## src/rtl/core/stps_pkg.sv

```systemverilog
// Shared types, constants and arithmetic helpers for the sine partial-sum block.
`default_nettype none

package stps_pkg;

  // Field widths
  localparam int ANGLE_W = 16;
  localparam int TERM_W  = 4;
  localparam int PSUM_W  = 24;
  localparam int WORD_W  = 32;

  // Degree to radian: floor(pi/180 * 2^32), angle carries 6 fraction bits
  localparam int               RAD_W           = 27;
  localparam logic [RAD_W-1:0] RAD_PER_DEG_Q32 = 27'd74961320;
  localparam int               ANGLE_FRAC_BITS = 6;

  // Per-term divisor (2k-2)(2k-1) and floor(2^34 / divisor), indexed by term number
  localparam int DIV_W       = 9;
  localparam int DIVQ_W      = 25;
  localparam int RECIP_SHIFT = 34;
  localparam logic [DIV_W-1:0] TERM_DIV [0:10] = '{
    9'd0, 9'd0, 9'd6, 9'd20, 9'd42, 9'd72, 9'd110, 9'd156, 9'd210, 9'd272, 9'd342
  };
  localparam logic [WORD_W-1:0] TERM_RECIP [0:10] = '{
    32'd0, 32'd0, 32'd2863311530, 32'd858993459, 32'd409044504, 32'd238609294,
    32'd156180628, 32'd110127366, 32'd81808900, 32'd63161283, 32'd50233535
  };

  // Register map
  localparam int   PADDR_W        = 3;
  localparam int   PDATA_W        = 32;
  localparam logic REG_TERM_COUNT = 1'b0;

  // Term handed from one cell to the next
  typedef struct packed {
    logic              vld;
    logic [WORD_W-1:0] op;
    logic [WORD_W-1:0] sum;
    logic [WORD_W-1:0] x2;
    logic [TERM_W-1:0] cnt;
  } link_t;

  // Result offered by a cell to the output register
  typedef struct packed {
    logic              req;
    logic [PSUM_W-1:0] psum;
    logic [TERM_W-1:0] terms;
    logic              last;
  } res_t;

  // Signed 32-bit add, saturating
  function automatic logic [WORD_W-1:0] sat_add32(input logic [WORD_W-1:0] a,
                                                  input logic [WORD_W-1:0] b);
    logic [WORD_W:0] s;
    s = {a[WORD_W-1], a} + {b[WORD_W-1], b};
    if (s[WORD_W] != s[WORD_W-1]) begin
      sat_add32 = s[WORD_W] ? 32'h8000_0000 : 32'h7FFF_FFFF;
    end else begin
      sat_add32 = s[WORD_W-1:0];
    end
  endfunction

  // Signed 32-bit to 24-bit, saturating
  function automatic logic [PSUM_W-1:0] sat24(input logic [WORD_W-1:0] v);
    if (v[WORD_W-1:PSUM_W-1] == {(WORD_W-PSUM_W+1){v[WORD_W-1]}}) begin
      sat24 = v[PSUM_W-1:0];
    end else begin
      sat24 = v[WORD_W-1] ? 24'h80_0000 : 24'h7F_FFFF;
    end
  endfunction

  // Next term: magnitude q (at most 2^31) with the sign opposite to op
  function automatic logic [WORD_W-1:0] next_term(input logic [WORD_W-1:0] op,
                                                  input logic [WORD_W-1:0] q);
    if (op[WORD_W-1]) begin
      next_term = q[WORD_W-1] ? 32'h7FFF_FFFF : q;
    end else begin
      next_term = 32'd0 - q;
    end
  endfunction

endpackage

`default_nettype wire

```

## src/rtl/core/stps_conv.sv

```systemverilog
// Front end: angle to radians x and x squared, then the first term to the cell row.
`default_nettype none

module stps_conv #(
  parameter int FRACTION_BITS = 16,
  parameter int MAX_TERMS     = 10
) (
  input  wire logic                                clk,
  input  wire logic                                rst_n,
  input  wire logic                                start,
  input  wire logic signed [stps_pkg::ANGLE_W-1:0] angle,
  input  wire logic        [stps_pkg::TERM_W-1:0]  term_count,
  output stps_pkg::link_t                          lnk_o
);

  localparam int XMW = FRACTION_BITS + 4;
  localparam int X2W = FRACTION_BITS + 7;
  localparam int APW = stps_pkg::ANGLE_W + stps_pkg::RAD_W;
  localparam int ASH = 32 + stps_pkg::ANGLE_FRAC_BITS - FRACTION_BITS;
  localparam int SQW = 2 * XMW;

  logic [4:0]                      vld_r;
  logic                            neg_r;
  logic [stps_pkg::ANGLE_W-1:0]    amag_r;
  logic [stps_pkg::TERM_W-1:0]     cnt_r;
  logic [stps_pkg::TERM_W-1:0]     cnt_nxt;
  logic [APW-1:0]                  aprod_r;
  logic [XMW-1:0]                  xmag_r;
  logic [SQW-1:0]                  sq_r;
  logic [X2W-1:0]                  x2_r;
  logic [APW:0]                    around;
  logic [SQW:0]                    sround;

  // Stage valids
  always_ff @(posedge clk) begin
    if (!rst_n) begin
      vld_r <= '0;
    end else begin
      vld_r <= {vld_r[3:0], start};
    end
  end

  // Zero and overlarge counts fold into the legal range
  always_comb begin
    if (term_count == '0) begin
      cnt_nxt = 4'd1;
    end else if (term_count > 4'(MAX_TERMS)) begin
      cnt_nxt = 4'(MAX_TERMS);
    end else begin
      cnt_nxt = term_count;
    end
  end

  // Capture sign, magnitude and count at accept
  always_ff @(posedge clk) begin
    if (start) begin
      neg_r  <= angle[stps_pkg::ANGLE_W-1];
      amag_r <= angle[stps_pkg::ANGLE_W-1] ? (16'd0 - angle) : angle;
      cnt_r  <= cnt_nxt;
    end
  end

  // Round to nearest on both rescales
  assign around = {1'b0, aprod_r} + ((APW+1)'(1) << (ASH - 1));
  assign sround = {1'b0, sq_r} + ((SQW+1)'(1) << (FRACTION_BITS - 1));

  // Free-running datapath; only one angle is in flight at a time
  always_ff @(posedge clk) begin
    aprod_r <= APW'(amag_r) * APW'(stps_pkg::RAD_PER_DEG_Q32);
    xmag_r  <= XMW'(around >> ASH);
    sq_r    <= SQW'(xmag_r) * SQW'(xmag_r);
    x2_r    <= X2W'(sround >> FRACTION_BITS);
  end

  // First term is x itself, sum starts at zero
  always_comb begin
    lnk_o.vld = vld_r[4];
    lnk_o.op  = neg_r ? (32'd0 - 32'(xmag_r)) : 32'(xmag_r);
    lnk_o.sum = '0;
    lnk_o.x2  = 32'(x2_r);
    lnk_o.cnt = cnt_r;
  end

endmodule

`default_nettype wire

```

## config.mk

```make
export PLATFORM = sky130hd
export DESIGN_NAME = stps_conv
export DESIGN_NICKNAME = d
export VERILOG_FILES = /design/src/rtl/core/stps_pkg.sv /design/src/rtl/core/stps_conv.sv
export SDC_FILE = /design/constraint.sdc
export NUM_CORES = 1
export LEC_CHECK = 0
export BUFFER_PORTS_ARGS = -buffer_cell sky130_fd_sc_hd__buf_2
export CORE_ASPECT_RATIO = 1.25
export CORE_MARGIN = 2
export CORE_UTILIZATION = 25
export CTS_CLUSTER_SIZE = 12
export DETAILED_ROUTE_END_ITERATION = 12
export GPL_TIMING_DRIVEN = 0
export PLACE_DENSITY = 0.42
export SLEW_MARGIN = 5
export SYNTH_ARGS = -nofsm -noshare
export SYNTH_HDL_FRONTEND = slang
export SYNTH_SLANG_ARGS = --single-unit
export TNS_END_PERCENT = 5
```

## constraint.sdc

```tcl
create_clock -name clk -period 9.7 [get_ports clk]
set_input_delay 0.97 -clock clk [delete_from_list [all_inputs] [get_ports clk]]
set_output_delay 0.97 -clock clk [all_outputs]
set_load 0.02 [all_outputs]
```

== Word level (Yosys, flattened, before mapping) ==
Cells that the tools add are included.
Cells by class
  reduce and logical (&&, ||, !) cells: 2
  $mul: 2
  magnitude comparators: 1
  $add $sub $neg: 4
  multiplexer cells: 3
Operators by type and width (number)
  $add 42x22->42 const B: 1
  $add 39x16->39 const B: 1
  $mul 16x24->39 const B: 1
  $mul 20x20->39: 1
  $mux 32: 1
  $sub 1x20->21 const A: 1
  $sub 1x16->16 const A: 1
  $mux 15: 1
  $gt 4x4->1 const B: 1
  $logic_not 4->1: 1
  $mux 4: 1
  $reduce_or 2->1: 1
Word-level totals
  bits of input ports: 23
  output and inout bits: 101
  word-level logic and storage cells: 22
  register bits: 147

== Depth between registers and ports, before layout ==
  depth after elaboration: 2
  mapped depth: 26
  depth with buffers taken out: 25

== Least setup slack after synthesis ==
OpenSTA, ideal clock, no wires.
  kind: register -> register
  start: register xmag_r[10]
  end: register sq_r[34]
  clock period less this slack: 6.885 ns
  cell stages (with the launch flop): 27
  path slack: 2.815 ns
  library setup time: 0.120 ns
  buffers on the path: 2
  arrival time: 6.765 ns
  data required time: 9.580 ns
  path through: dfxtp_1 clkbuf_1 clkbuf_1 nand2_1 fa_1 inv_1 fa_1 inv_1 fa_1 inv_1 fa_1 inv_1 fa_1 inv_1 fa_1 inv_1 fa_1 inv_1 ha_1 nand2_1 o211a_1 o211ai_1 a31oi_1 o41ai_2 a41o_1 a41oi_1 xnor2_1
Between the ends
  cells in the longest elaborated chain, start to end: 1
Ends and longest elaborated chain
  start: declaration: line stps_conv.sv:28  | logic [XMW-1:0] xmag_r;
  start signal: assignment: line stps_conv.sv:70  | xmag_r <= XMW'(around >> ASH);
  $mul 20x20->39: line stps_conv.sv:71  | sq_r <= SQW'(xmag_r) * SQW'(xmag_r);
  end signal: assignment: line stps_conv.sv:71
  end: declaration: line stps_conv.sv:29  | logic [SQW-1:0] sq_r;
No other way between the ends.
A chain may end at the register's enable or synchronous reset.

== Final worst setup path ==
  start: register xmag_r[10]
  end: register sq_r[36]
Same word-level chain as after synthesis.

==> reports/results.tsv <==
metric	value	unit
status	complete, no violations	
HP Class	register to register	
Clock Tree Root	clkbuf_16	
vias in the first global route	16600	
flops & latches, synth	114	
register area share after synthesis	11.44	%
Post-CTS Setup Bufs	0	
Yosys top cell area share	37.68	%
Rows	121	
cell area after layout	24400	um2
drt wl/cell	15.67	um
DP Area	23810	um2
post_cts resized	0	
RSZ-0062 raised after global routing	false	
Post-DP HPWL	49050	um
final WL	56230	um
nets@finish	3143	
layout cells sized above 1	7.765	%
critical-path maximum fanout	10	
mapped cell area	21780	um2
Slew @ Worst Pin	0.9184	ns
die area	89530	um2
post-synthesis simple-gate area fraction	9.397	%
initial antenna violation count	1	
Worst setup EP type	register	
final hold vios	0	
cell count after synthesis	2267	
Synth Area in Compound Gates	5.681	%
htree depth	4	
# diodes	0	
CTS buffer count	17	
Synth Area in Adders	55.07	%
Post-synth EDFFs	21	
Clock transition at path regs	0.07	ns
post-synthesis mux area share	0.09765	%
final period utilization	89.46	%
area share of xor/xnor cells in the synthesized design	5.508	%
Main synth FF type	dfxtp_1	
Final min period	8.678	ns
post-synthesis average cell area	9.609	um2
GRT Residual Overflow	0	
Core Area	86750	um2
CTS tree	yes	
port bufs	82	
most frequent cells in the layout	589 x inv_1, 410 x fa_1, 302 x ha_1, 181 x nand2_1	
via total after detailed routing	14770	
Fin Setup TNS	0	ns
Cells after DPL	3557	
Distinct cells, synth	64	
die width	268.0	um
CP startpoint kind	register	
worst path arrival time	9.06	ns
post-synth top area cell	fa_1	
GP Congestion	0.8797	
starting density of the core	25.11	%
drt drc	0	
post-route ant nets	0	
Die Y	334.0	um
largest cells by area after synthesis	fa_1 38%, ha_1 17%, inv_1 10%	
Ys Warns	0	
Worst EP required	10.09	ns
clk_skew	0.01544	ns
max cap viols	0	
CTS Hold Bufs	0	
Skew-Pair Late Insertion Delay	0.47	ns
largest net degree at the start of global routing	23	
Slew HR	38.40	%
fin. max-slew vios	0	
Post-synth ARST share	0	%
crit path kind	register to register	
global-route wire length before repair	90200	um
gr usage total	13.24	%
P&R area growth vs syn	12.00	%
drt first pass iters	7	
clk buf depth	2	
Final setup viols	0	
Post-Layout Cell Count	3589	
vias per inst	4.114	
commonest non-fill, non-tap cell in the layout	inv_1	
Peak Freq	115.2	MHz
Initial DRC Count	519	
I/O pin total	124	
TritonCTS Sinks	114	
largest family of logic cells by synthesized area	adder cells	
[worst max-delay path: stages, from the launching register on]
cell and delay, ns:
dfxtp_1 0.55, clkbuf_1 0.50, clkbuf_1 0.67, nand2_1 0.17
fa_1 0.63, inv_1 0.07, fa_1 0.51, inv_1 0.06
fa_1 0.53, inv_1 0.05, fa_1 0.49, inv_1 0.05
fa_1 0.48, inv_1 0.06, fa_1 0.53, inv_1 0.05
fa_1 0.53, inv_1 0.04, ha_1 0.31, a21oi_1 0.14
o21ai_0 0.18, a211oi_1 0.82, a31oi_1 0.42, nand3_1 0.25
a31oi_1 0.14, a21oi_1 0.21, xnor2_1 0.13
[metal layers]
| metal | GRT usage, % | wire length [um] |
|---|---|---|
| met1 | 16.16 | 24530 |
| met2 | 23.57 | 28380 |
| met4 | 4.196 | 1443 |
| met5 | 0 | 0 |
| met3 | 2.157 | 1866 |
[sequential cells by signal (all words and copies together) (netlist names)]
name,count
sq_r,24
x2_r,23
aprod_r,21
xmag_r,20
amag_r,16
vld_r,5
cnt_r,4
neg_r,1
[cells in the mapped netlist (all sizes together) (5+ instances only)]
master  number
inv        590
fa         410
ha         302
nand2      181
dfxtp       93
xnor2       93
and2        71
a21oi       62
nor2        59
buf         58
xor2        44
clkbuf      40
o21ai       31
nand3       27
a21o        25
edfxtp      21
and3        16
nand4       15
a31oi       12
nor2b       10
o31ai       10
or2          9
nor3         8
or3          8
nand2b       7
o41ai        6
or4          5
[layout make-up]
type | count | area (um2)
repair buffers | 82 | 410.4
inverters | 590 | 2215
plain buffers | 98 | 570.5
flip-flops and latches | 114 | 2492
clock buffers | 23 | 499.2
clock inverters | 9 | 93.84
multi-input cells | 1505 | 16660
fillers | 9276 | 62350
well taps | 1168 | 1461
[metrics by stage]
step                utilization (%)  worst slack [ns]  hold WS, ns
floorplan                         -             2.815       0.4057
global placement              27.44            0.8637       0.4209
detailed placement            27.44            0.8337       0.4204
CTS                           28.13            0.8176       0.4300
global route                  28.13            0.4015       0.4451
finish                        28.13             1.022       0.4255
[cell families after synthesis]
family,count (synthesis)
adder cells (fa/ha/maj),713
buffers and inverters,688
AND/OR/NAND/NOR,426
AO/OA/AOI/OAI,186
XOR/XNOR,137
flip-flops,114
multiplexers,2
other,1
[path summary, 6_finish.rpt]
kind | depth (start not counted) | endpoint | slack [ns] | startpoint
worst max-delay path | 26 | sq_r[36]$_DFF_P_ | 1.02 | xmag_r[10]$_DFF_P_
worst min-delay path | 1 | x2_r[22]$_DFF_P_ | 0.43 | sq_r[38]$_DFF_P_
worst max register to register | 26 | sq_r[36]$_DFF_P_ | 1.02 | xmag_r[10]$_DFF_P_
worst min register to register | 1 | x2_r[22]$_DFF_P_ | 0.43 | sq_r[38]$_DFF_P_
Power is not shown: default switching activity piles up to over one toggle a cycle in this logic, so the estimate is an artifact.
