--- config.mk ---
export PLATFORM = sky130hd
export DESIGN_NAME = stps_cell
export DESIGN_NICKNAME = d
export VERILOG_FILES = /design/src/rtl/core/stps_pkg.sv /design/src/rtl/core/stps_cell.sv
export SDC_FILE = /design/constraint.sdc
export NUM_CORES = 1
export LEC_CHECK = 0
export BUFFER_PORTS_ARGS = -buffer_cell sky130_fd_sc_hd__buf_4
export CAP_MARGIN = 20
export CORE_MARGIN = 3
export CORE_UTILIZATION = 45
export CTS_BUF_LIST = sky130_fd_sc_hd__clkbuf_8
export DETAILED_ROUTE_END_ITERATION = 12
export PLACE_DENSITY = 0.74
export SLEW_MARGIN = 40
export SYNTH_ARGS = -nofsm -noshare
export SYNTH_HDL_FRONTEND = slang
export SYNTH_SLANG_ARGS = --single-unit
--- constraint.sdc ---
create_clock -name clk -period 11.95 [get_ports clk]
set_input_delay 2.39 -clock clk [delete_from_list [all_inputs] [get_ports clk]]
set_output_delay 2.39 -clock clk [all_outputs]
set_load 0.02 [all_outputs]
--- src/rtl/core/stps_pkg.sv ---
// Shared types, constants and arithmetic helpers for the sine partial-sum block.
`default_nettype none

package stps_pkg;

  // Field widths
  localparam int ANGLE_W = 16;
  localparam int TERM_W  = 4;
  localparam int PSUM_W  = 24;
  localparam int WORD_W  = 32;

  // Degree to radian: floor(pi/180 * 2^32), angle carries 6 fraction bits
  localparam int               RAD_W           = 27;
  localparam logic [RAD_W-1:0] RAD_PER_DEG_Q32 = 27'd74961320;
  localparam int               ANGLE_FRAC_BITS = 6;

  // Per-term divisor (2k-2)(2k-1) and floor(2^34 / divisor), indexed by term number
  localparam int DIV_W       = 9;
  localparam int DIVQ_W      = 25;
  localparam int RECIP_SHIFT = 34;
  localparam logic [DIV_W-1:0] TERM_DIV [0:10] = '{
    9'd0, 9'd0, 9'd6, 9'd20, 9'd42, 9'd72, 9'd110, 9'd156, 9'd210, 9'd272, 9'd342
  };
  localparam logic [WORD_W-1:0] TERM_RECIP [0:10] = '{
    32'd0, 32'd0, 32'd2863311530, 32'd858993459, 32'd409044504, 32'd238609294,
    32'd156180628, 32'd110127366, 32'd81808900, 32'd63161283, 32'd50233535
  };

  // Register map
  localparam int   PADDR_W        = 3;
  localparam int   PDATA_W        = 32;
  localparam logic REG_TERM_COUNT = 1'b0;

  // Term handed from one cell to the next
  typedef struct packed {
    logic              vld;
    logic [WORD_W-1:0] op;
    logic [WORD_W-1:0] sum;
    logic [WORD_W-1:0] x2;
    logic [TERM_W-1:0] cnt;
  } link_t;

  // Result offered by a cell to the output register
  typedef struct packed {
    logic              req;
    logic [PSUM_W-1:0] psum;
    logic [TERM_W-1:0] terms;
    logic              last;
  } res_t;

  // Signed 32-bit add, saturating
  function automatic logic [WORD_W-1:0] sat_add32(input logic [WORD_W-1:0] a,
                                                  input logic [WORD_W-1:0] b);
    logic [WORD_W:0] s;
    s = {a[WORD_W-1], a} + {b[WORD_W-1], b};
    if (s[WORD_W] != s[WORD_W-1]) begin
      sat_add32 = s[WORD_W] ? 32'h8000_0000 : 32'h7FFF_FFFF;
    end else begin
      sat_add32 = s[WORD_W-1:0];
    end
  endfunction

  // Signed 32-bit to 24-bit, saturating
  function automatic logic [PSUM_W-1:0] sat24(input logic [WORD_W-1:0] v);
    if (v[WORD_W-1:PSUM_W-1] == {(WORD_W-PSUM_W+1){v[WORD_W-1]}}) begin
      sat24 = v[PSUM_W-1:0];
    end else begin
      sat24 = v[WORD_W-1] ? 24'h80_0000 : 24'h7F_FFFF;
    end
  endfunction

  // Next term: magnitude q (at most 2^31) with the sign opposite to op
  function automatic logic [WORD_W-1:0] next_term(input logic [WORD_W-1:0] op,
                                                  input logic [WORD_W-1:0] q);
    if (op[WORD_W-1]) begin
      next_term = q[WORD_W-1] ? 32'h7FFF_FFFF : q;
    end else begin
      next_term = 32'd0 - q;
    end
  endfunction

endpackage

`default_nettype wire

--- src/rtl/core/stps_cell.sv ---
// One series term: scales the previous term by x^2/((2k-2)(2k-1)), adds it, emits the sum.
`default_nettype none

module stps_cell #(
  parameter int K             = 1,
  parameter int FRACTION_BITS = 16
) (
  input  wire logic            clk,
  input  wire logic            rst_n,
  input  wire stps_pkg::link_t lnk_i,
  input  wire logic            grant,
  output stps_pkg::link_t      lnk_o,
  output stps_pkg::res_t       res_o
);

  localparam int X2W = FRACTION_BITS + 7;
  localparam int QW  = stps_pkg::DIVQ_W;
  localparam logic [stps_pkg::DIV_W-1:0]  D   = stps_pkg::TERM_DIV[K];
  localparam logic [stps_pkg::WORD_W-1:0] RCP = stps_pkg::TERM_RECIP[K];

  typedef enum logic [6:0] {
    ST_IDLE = 7'b0000001,
    ST_MUL  = 7'b0000010,
    ST_NORM = 7'b0000100,
    ST_RA   = 7'b0001000,
    ST_RB   = 7'b0010000,
    ST_RC   = 7'b0100000,
    ST_ADD  = 7'b1000000
  } state_t;

  state_t       state_r, state_nxt;
  logic         pass_r, pass_nxt;

  logic [31:0]  op_r, op_nxt;
  logic [31:0]  sum_r, sum_nxt;
  logic [X2W-1:0] x2_r, x2_nxt;
  logic [3:0]   cnt_r, cnt_nxt;
  logic [63:0]  prod_r, prod_nxt;
  logic [QW-1:0] xdiv_r, xdiv_nxt;
  logic [15:0]  lo_r, lo_nxt;
  logic [QW-1:0] q0_r, q0_nxt;
  logic [QW-1:0] qh_r, qh_nxt;

  logic [31:0]  mag;
  logic [31:0]  mul_a, mul_b;
  logic [63:0]  nfull, mfull;
  logic         sat;
  logic [QW-1:0] rem, rstep, qstep;
  logic         fix;
  logic [31:0]  qfull;
  logic [31:0]  sum_new;
  logic         is_last;

  // Shared multiplier operands per step
  assign mag = op_r[31] ? (32'd0 - op_r) : op_r;

  always_comb begin
    case (state_r)
      ST_MUL: begin
        mul_a = mag;
        mul_b = 32'(x2_r);
      end
      ST_RA: begin
        mul_a = 32'(xdiv_r);
        mul_b = RCP;
      end
      ST_RB: begin
        mul_a = 32'(prod_r[stps_pkg::RECIP_SHIFT +: QW]);
        mul_b = 32'(D);
      end
      default: begin
        mul_a = '0;
        mul_b = '0;
      end
    endcase
  end

  assign prod_nxt = {32'd0, mul_a} * {32'd0, mul_b};

  // Rounded quotient dividend and overflow check against 2^31 * D
  assign nfull = prod_r + (64'(D) << (FRACTION_BITS - 1));
  assign mfull = nfull >> FRACTION_BITS;
  assign sat   = (mfull >> 31) >= 64'(D);

  // Reciprocal estimate is low by at most one; fix it up
  assign rem   = xdiv_r - prod_r[QW-1:0];
  assign fix   = rem >= QW'(D);
  assign qstep = fix ? (q0_r + QW'(1)) : q0_r;
  assign rstep = fix ? (rem - QW'(D)) : rem;
  assign qfull = (32'(qh_r) << 16) + 32'(qstep);

  assign sum_new = stps_pkg::sat_add32(sum_r, op_r);
  assign is_last = (cnt_r == 4'(K));

  // Sequencer and datapath next values
  always_comb begin
    state_nxt = state_r;
    pass_nxt  = pass_r;
    op_nxt    = op_r;
    sum_nxt   = sum_r;
    x2_nxt    = x2_r;
    cnt_nxt   = cnt_r;
    xdiv_nxt  = xdiv_r;
    lo_nxt    = lo_r;
    q0_nxt    = q0_r;
    qh_nxt    = qh_r;
    case (state_r)
      ST_IDLE: begin
        if (lnk_i.vld) begin
          op_nxt    = lnk_i.op;
          sum_nxt   = lnk_i.sum;
          x2_nxt    = X2W'(lnk_i.x2);
          cnt_nxt   = lnk_i.cnt;
          state_nxt = (K == 1) ? ST_ADD : ST_MUL;
        end
      end
      ST_MUL: begin
        state_nxt = ST_NORM;
      end
      ST_NORM: begin
        if (sat) begin
          op_nxt    = stps_pkg::next_term(op_r, 32'h8000_0000);
          state_nxt = ST_ADD;
        end else begin
          xdiv_nxt  = {1'b0, mfull[39:16]};
          lo_nxt    = mfull[15:0];
          pass_nxt  = 1'b0;
          state_nxt = ST_RA;
        end
      end
      ST_RA: begin
        state_nxt = ST_RB;
      end
      ST_RB: begin
        q0_nxt    = prod_r[stps_pkg::RECIP_SHIFT +: QW];
        state_nxt = ST_RC;
      end
      ST_RC: begin
        if (!pass_r) begin
          // upper quotient digits done, remainder carries into the low half
          qh_nxt    = qstep;
          xdiv_nxt  = {rstep[stps_pkg::DIV_W-1:0], lo_r};
          pass_nxt  = 1'b1;
          state_nxt = ST_RA;
        end else begin
          op_nxt    = stps_pkg::next_term(op_r, qfull);
          state_nxt = ST_ADD;
        end
      end
      ST_ADD: begin
        if (grant) begin
          state_nxt = ST_IDLE;
        end
      end
      default: begin
        state_nxt = ST_IDLE;
      end
    endcase
  end

  // Control state
  always_ff @(posedge clk) begin
    if (!rst_n) begin
      state_r <= ST_IDLE;
      pass_r  <= 1'b0;
    end else begin
      state_r <= state_nxt;
      pass_r  <= pass_nxt;
    end
  end

  // Payload
  always_ff @(posedge clk) begin
    op_r   <= op_nxt;
    sum_r  <= sum_nxt;
    x2_r   <= x2_nxt;
    cnt_r  <= cnt_nxt;
    prod_r <= prod_nxt;
    xdiv_r <= xdiv_nxt;
    lo_r   <= lo_nxt;
    q0_r   <= q0_nxt;
    qh_r   <= qh_nxt;
  end

  // Offer the partial sum; pass the term on once it is taken
  always_comb begin
    res_o.req   = (state_r == ST_ADD);
    res_o.psum  = stps_pkg::sat24(sum_new);
    res_o.terms = 4'(K);
    res_o.last  = is_last;

    lnk_o.vld = (state_r == ST_ADD) && grant && !is_last;
    lnk_o.op  = op_r;
    lnk_o.sum = sum_new;
    lnk_o.x2  = 32'(x2_r);
    lnk_o.cnt = cnt_r;
  end

endmodule

`default_nettype wire

* After elaboration in Yosys (flattened, before gate mapping)
Index checks and enable logic that the tools add are counted.
** Word-level totals
- Flip-flop bits (word level) :: 245
- Bits in latches :: 0
- Memory bits (writable) :: 0
- Memory bits (read-only) :: 0
- Output and inout bits :: 131
- Memories :: 0
** Operators by class
- $add $sub $neg :: 6
- $mul :: 1
- Div/mod/pow operators :: 0
- Order comparisons :: 2
- Equal/unequal tests :: 16
- Shift operators :: 0
- Muxes and demuxes :: 25
- Bitwise operators :: 2
- Reduce and logical (&&, ||, !) cells :: 12
** Operator list (count)
- 2-to-1 mux 32 bit :: 8
- one-hot mux 32 bit (3 select lines) :: 2
- 2-to-1 mux 25 bit :: 3
- multiplier 32 x 32 -> 64 bit :: 1
- subtractor 1 x 32 -> 32 bit (first input constant) :: 2
- one-hot mux 25 bit (2 select lines) :: 1
- one-hot mux 7 bit (7 select lines) :: 1
- 2-to-1 mux 24 bit :: 2
- adder 32 x 32 -> 33 bit :: 1
- adder 32 x 25 -> 32 bit :: 1
- 2-to-1 mux 31 bit :: 1
- 2-to-1 mux 7 bit :: 4
- adder 25 x 1 -> 25 bit (second input constant) :: 1
- greater-or-equal comparator 25 x 1 -> 1 bit (second input constant) :: 1
- subtractor 25 bit :: 1
- 2-to-1 mux 23 bit :: 1
- greater-or-equal comparator 17 x 1 -> 1 bit (second input constant) :: 1
- != test 2 bit (second input constant) :: 6
- AND reduction 2 bit :: 5
- equality test 8 bit :: 1
- equality test 7 x 1 -> 1 bit (second input constant) :: 1
- equality test 7 x 2 -> 1 bit (second input constant) :: 1
- equality test 7 x 3 -> 1 bit (second input constant) :: 1
- equality test 7 x 4 -> 1 bit (second input constant) :: 1
- other kinds (14) :: 16

* Depth between registers and ports, before layout
- Depth after elaboration :: 8
- Mapped depth :: 15

* Worst setup path after synthesis
No wires, ideal clock.
- Path type :: reg-to-output
- Start :: register op_r[7]
- End :: output port res_o[27] in the netlist's numbering
- Arrival time :: 4420 ps
- Required time :: 9560 ps
- Slack :: 5140 ps
- Cell stages (with the launch flop) :: 13
- Path buffers :: 1
- Cell sequence :: edfxtp_1 ha_1 a21oi_1 nand2_1 o211ai_1 o211ai_2 a221oi_2 mux2i_1 nor3b_1 o2111ai_1 o31ai_2 buf_2 o221a_1
** RTL lines
- from (decl) :: RTL line stps_cell.sv:34 : logic [31:0] op_r, op_nxt;
- from (signal assigned) :: RTL line stps_cell.sv:174 : op_r <= op_nxt;
- to (decl) :: RTL line stps_cell.sv:13 : output stps_pkg::res_t res_o

==> impl_results.rst <==
.. list-table::
   :header-rows: 1

   * - Metric
     - Value
   * - Leakage
     - 3.454 nW
   * - Via count of the first global-routing pass
     - 5,762
   * - Die Wd
     - 124.3 um
   * - Final HPWL from detailed placement
     - 14,020 um
   * - Power Density
     - 205.0 nW/um2
   * - Global-route wire length before repair
     - 29,160 um
   * - Synth Flop Type
     - sky130_fd_sc_hd__edfxtp_1
   * - Filler cells
     - 1,152
   * - Sequential-to-total area share from yosys stat
     - 45.30%
   * - Destination of the critical timing path
     - res_o[11]
   * - Maxcap violations
     - 0
   * - Data required time of the critical path
     - 9560 ps
   * - Detailed Route WL
     - 17,880 um
   * - Endpoint of the lowest-slack register-to-register path
     - op_r[24]
   * - Met1 global-route usage
     - 30.21%
   * - Area taken by flip-flops and latches
     - 2853 um2
   * - Port bufs
     - 212
   * - Beginning of the critical path
     - op_r[24]
   * - Number of nets in the finished design
     - 946
   * - Total grt overflow
     - 0
   * - Clk sink count
     - 97
   * - Weighted congestion at the end of routability-driven global placement
     - 0.8772
   * - P&R area growth vs syn
     - 29.82%
   * - Count of standard-cell rows
     - 42
   * - Reg-to-reg critical path startpoint
     - state_r[6]
   * - Maximum clock path buffer count
     - 2
   * - Proportion of register bits with asynchronous set or reset after synthesis
     - 0%
   * - Flops & latches, synth
     - 97
   * - Headroom to the max-slew limit
     - 42.68%
   * - Minimum setup slack among reg-to-reg paths
     - 9360 ps
   * - Worst Path Max Fanout
     - 23
   * - Number of vias per cell
     - 5.796
   * - CP Cell Sequence
     - ha_1 -> a21oi_1 -> o21bai_1 -> a211oi_1 -> o41ai_2 -> or2_1 -> nand2_1 -> o22ai_1 -> or3_1 -> or4b_1 -> o311a_1 -> buf_4
   * - DIE AREA
     - 15,450 um2
   * - Period Utilization, post-route
     - 63.72%
   * - Number of failing hold endpoints at the final stage
     - 0
   * - Crit path kind
     - reg -> out
   * - CTS tree
     - done
   * - Total count of max-transition violations in the final report
     - 0
   * - # resized after CTS
     - 0
   * - Worst clock skew
     - 10.90 ps
   * - Initial Util
     - 46.81%
   * - Unrepaired setup endpoints after global routing
     - false
   * - Transition time of the tightest slew-check pin
     - 848.6 ps
   * - Library cell with the highest instance count after synthesis
     - sky130_fd_sc_hd__edfxtp_1
   * - Area share of the leading cell type in the synthesized netlist
     - 43.39%
   * - Dominant cell type by area after synthesis
     - sky130_fd_sc_hd__edfxtp_1
   * - M2 GR Usage
     - 36.99%
   * - Post-CTS Setup Inserts
     - 0
   * - Maximum clock frequency
     - 131.3 MHz
   * - Worst R2R Path Depth
     - 5
   * - Met3 layer usage reported by global route
     - 5.146%
   * - Post-CTS clock slew at the launch and capture registers of the worst setup and hold paths
     - 90 ps
   * - HP Class
     - reg -> reg
   * - Synthesized cell area
     - 6297 um2
   * - Most crowded layer after global routing
     - met2
   * - Post-route cell area
     - 8175 um2
   * - Antenna violations before repair
     - 0
   * - Final core utilization
     - 60.77%
   * - Count of boundary I/O pins
     - 235
   * - Post-placement cell count
     - 974
   * - DRC errors left
     - 0
   * - Drt first pass iters
     - 5
   * - Critical path's largest stage delay
     - 880 ps
   * - Residual antenna-violating net count after detailed routing
     - 0
   * - Leading cell types by total area after synthesis
     - sky130_fd_sc_hd__edfxtp_1 (43%), sky130_fd_sc_hd__ha_1 (6.4%), sky130_fd_sc_hd__a21o_1 (4.5%), sky130_fd_sc_hd__a21oi_1 (3.7%), sky130_fd_sc_hd__o311a_1 (3.5%)
   * - Largest net degree at the start of global routing
     - 55
   * - Fraction of layout instances using a drive strength above 1
     - 30.96%
   * - Diode count
     - 0
   * - Clock buffer count from CTS
     - 9
   * - Global Route Usage Sum
     - 22.54%
   * - Synth unique cells
     - 67
   * - Post-detailed-route wirelength per cell
     - 18.06 um
   * - Mapped Cells
     - 617
   * - Footprint of the multi-input gates
     - 3191 um2
   * - Worst-skew pair later-pin latency
     - 370 ps
   * - Average instance area after synthesis
     - 10.21 um2
   * - Number of flops mapped to enable cells by yosys
     - 91
   * - Category of the worst setup path launch point
     - flip-flop
   * - Total Neg Setup Slack
     - 0 ps
   * - Number of synthesis warnings
     - 0
   * - Setup Viol. Count Final
     - 0
   * - Core area
     - 13,450 um2
   * - Category of the worst setup path capture point
     - primary output
   * - Number of violations reported at the end of detailed-routing iteration 0
     - 420
   * - Cell with the biggest individual delay on the critical path
     - sky130_fd_sc_hd__or4b_1
   * - Cell area reported after detailed placement
     - 7979 um2
   * - Final cell count without fillers
     - 990
   * - Die height
     - 124.3 um
   * - Status
     - finished clean
   * - Root buffer cell
     - sky130_fd_sc_hd__clkbuf_8
   * - Number of vias in the routed layout
     - 5,738
   * - Hold_sp
     - pass_r
   * - Leading cell types by count after synthesis
     - sky130_fd_sc_hd__edfxtp_1 (91), sky130_fd_sc_hd__nand2_1 (50), sky130_fd_sc_hd__a21oi_1 (46)
   * - H-tree Lvls
     - 3
   * - Final Critical Period
     - 7615 ps
   * - Data arrival time of the critical path
     - 5220 ps
   * - Maximum ir drop on the vdd rail
     - 0.1066 mV
   * - # hold bufs at CTS
     - 0
-- routing by layer --
metal,up-vias,share of wire (%)
met5,-,0
met4,0,1.7
met3,20,7.3
met2,247,47
met1,2712,44
li1,2759,-
-- power breakdown --
part           switching, mW  internal (mW)  leakage, nW
registers             0.0209          0.424        0.917
logic                  0.631          0.391         2.44
clock network          0.127         0.0818       0.0966
-- how the worst min path moves through the flow --
stage	cells past startpoint	slack [ps]	endpoint
floorplan	1	450	state_r[3]
global placement	1	470	state_r[3]
detailed placement	1	490	state_r[3]
CTS	1	510	state_r[3]
global route	2	540	pass_r
finish	1	510	state_r[3]
-- stage by stage --
step	setup slack [ps]	power (mW)	hold WS [ps]
floorplan	5140	1.098	448.2
global placement	4843	1.448	474.0
detailed placement	4814	1.465	492.4
CTS	4365	1.676	508.3
global route	4046	1.784	544.1
finish	4335	1.676	512.5
-- cells in the final DEF, fill, tap and decap left out, types with 3 or more instances in the layout --
master and count:
sky130_fd_sc_hd__dfxtp_1 6, sky130_fd_sc_hd__nor3b_1 4, sky130_fd_sc_hd__xnor2_1 19, sky130_fd_sc_hd__nand2_1 50, sky130_fd_sc_hd__nor2_1 25, sky130_fd_sc_hd__or2_2 3
sky130_fd_sc_hd__nand3_1 16, sky130_fd_sc_hd__o21ai_1 11, sky130_fd_sc_hd__and3_1 3, sky130_fd_sc_hd__buf_4 219, sky130_fd_sc_hd__nor3_1 19, sky130_fd_sc_hd__nand4_1 4
sky130_fd_sc_hd__ha_1 32, sky130_fd_sc_hd__nand2b_1 7, sky130_fd_sc_hd__a21o_1 38, sky130_fd_sc_hd__and2_1 3, sky130_fd_sc_hd__or4_1 24, sky130_fd_sc_hd__xor2_1 11
sky130_fd_sc_hd__or3_1 5, sky130_fd_sc_hd__o311a_1 22, sky130_fd_sc_hd__conb_1 13, sky130_fd_sc_hd__nor4_1 5, sky130_fd_sc_hd__edfxtp_1 91, sky130_fd_sc_hd__clkbuf_8 9
sky130_fd_sc_hd__a21oi_1 45, sky130_fd_sc_hd__o22ai_1 3, sky130_fd_sc_hd__a31oi_1 9, sky130_fd_sc_hd__a211oi_1 8, sky130_fd_sc_hd__o2111ai_1 3, sky130_fd_sc_hd__o21a_1 7
sky130_fd_sc_hd__o21ai_0 26, sky130_fd_sc_hd__inv_1 15, sky130_fd_sc_hd__o211ai_1 9
-- flip-flops by register name (all words and copies together) (netlist names) --
name	count
cnt_r	4
op_r	32
pass_r	1
state_r	5
sum_r	32
x2_r	23
-- area by class of cell --
class / count / share of cell area, %
Clock buffer: 9 / 1.515
Clock inverter: 7 / 0.8877
Inverter: 15 / 0.6887
Multi-Input combinational cell: 466 / 39.03
Sequential cell: 97 / 34.89
Tap cell: 176 / 2.694
Timing Repair Buffer: 220 / 20.29
-- cells by family after synthesis --
kind of cell             Yosys count  synth area share (%)
XOR/XNOR                          30                 4.172
AND/OR/NAND/NOR                  181                 15.12
adder cells (fa/ha/maj)           34                 6.835
multiplexers                       3                0.4967
flip-flops                        97                 45.30
buffers and inverters             65                 5.146
AO/OA/AOI/OAI                    205                 22.81
other                              2                0.1193
-- critical path, delay by kind of cell (launching register included) --
| kind | cells | cell delay (ps) |
|---|---|---|
| AOI/OAI and AO/OA | 6 | 1920 |
| adders and majority gates | 1 | 420 |
| buffers and inverters | 1 | 160 |
| DFF | 1 | 420 |
| and+or+nand+nor | 4 | 1930 |
Power figures use the tool's default switching activity.
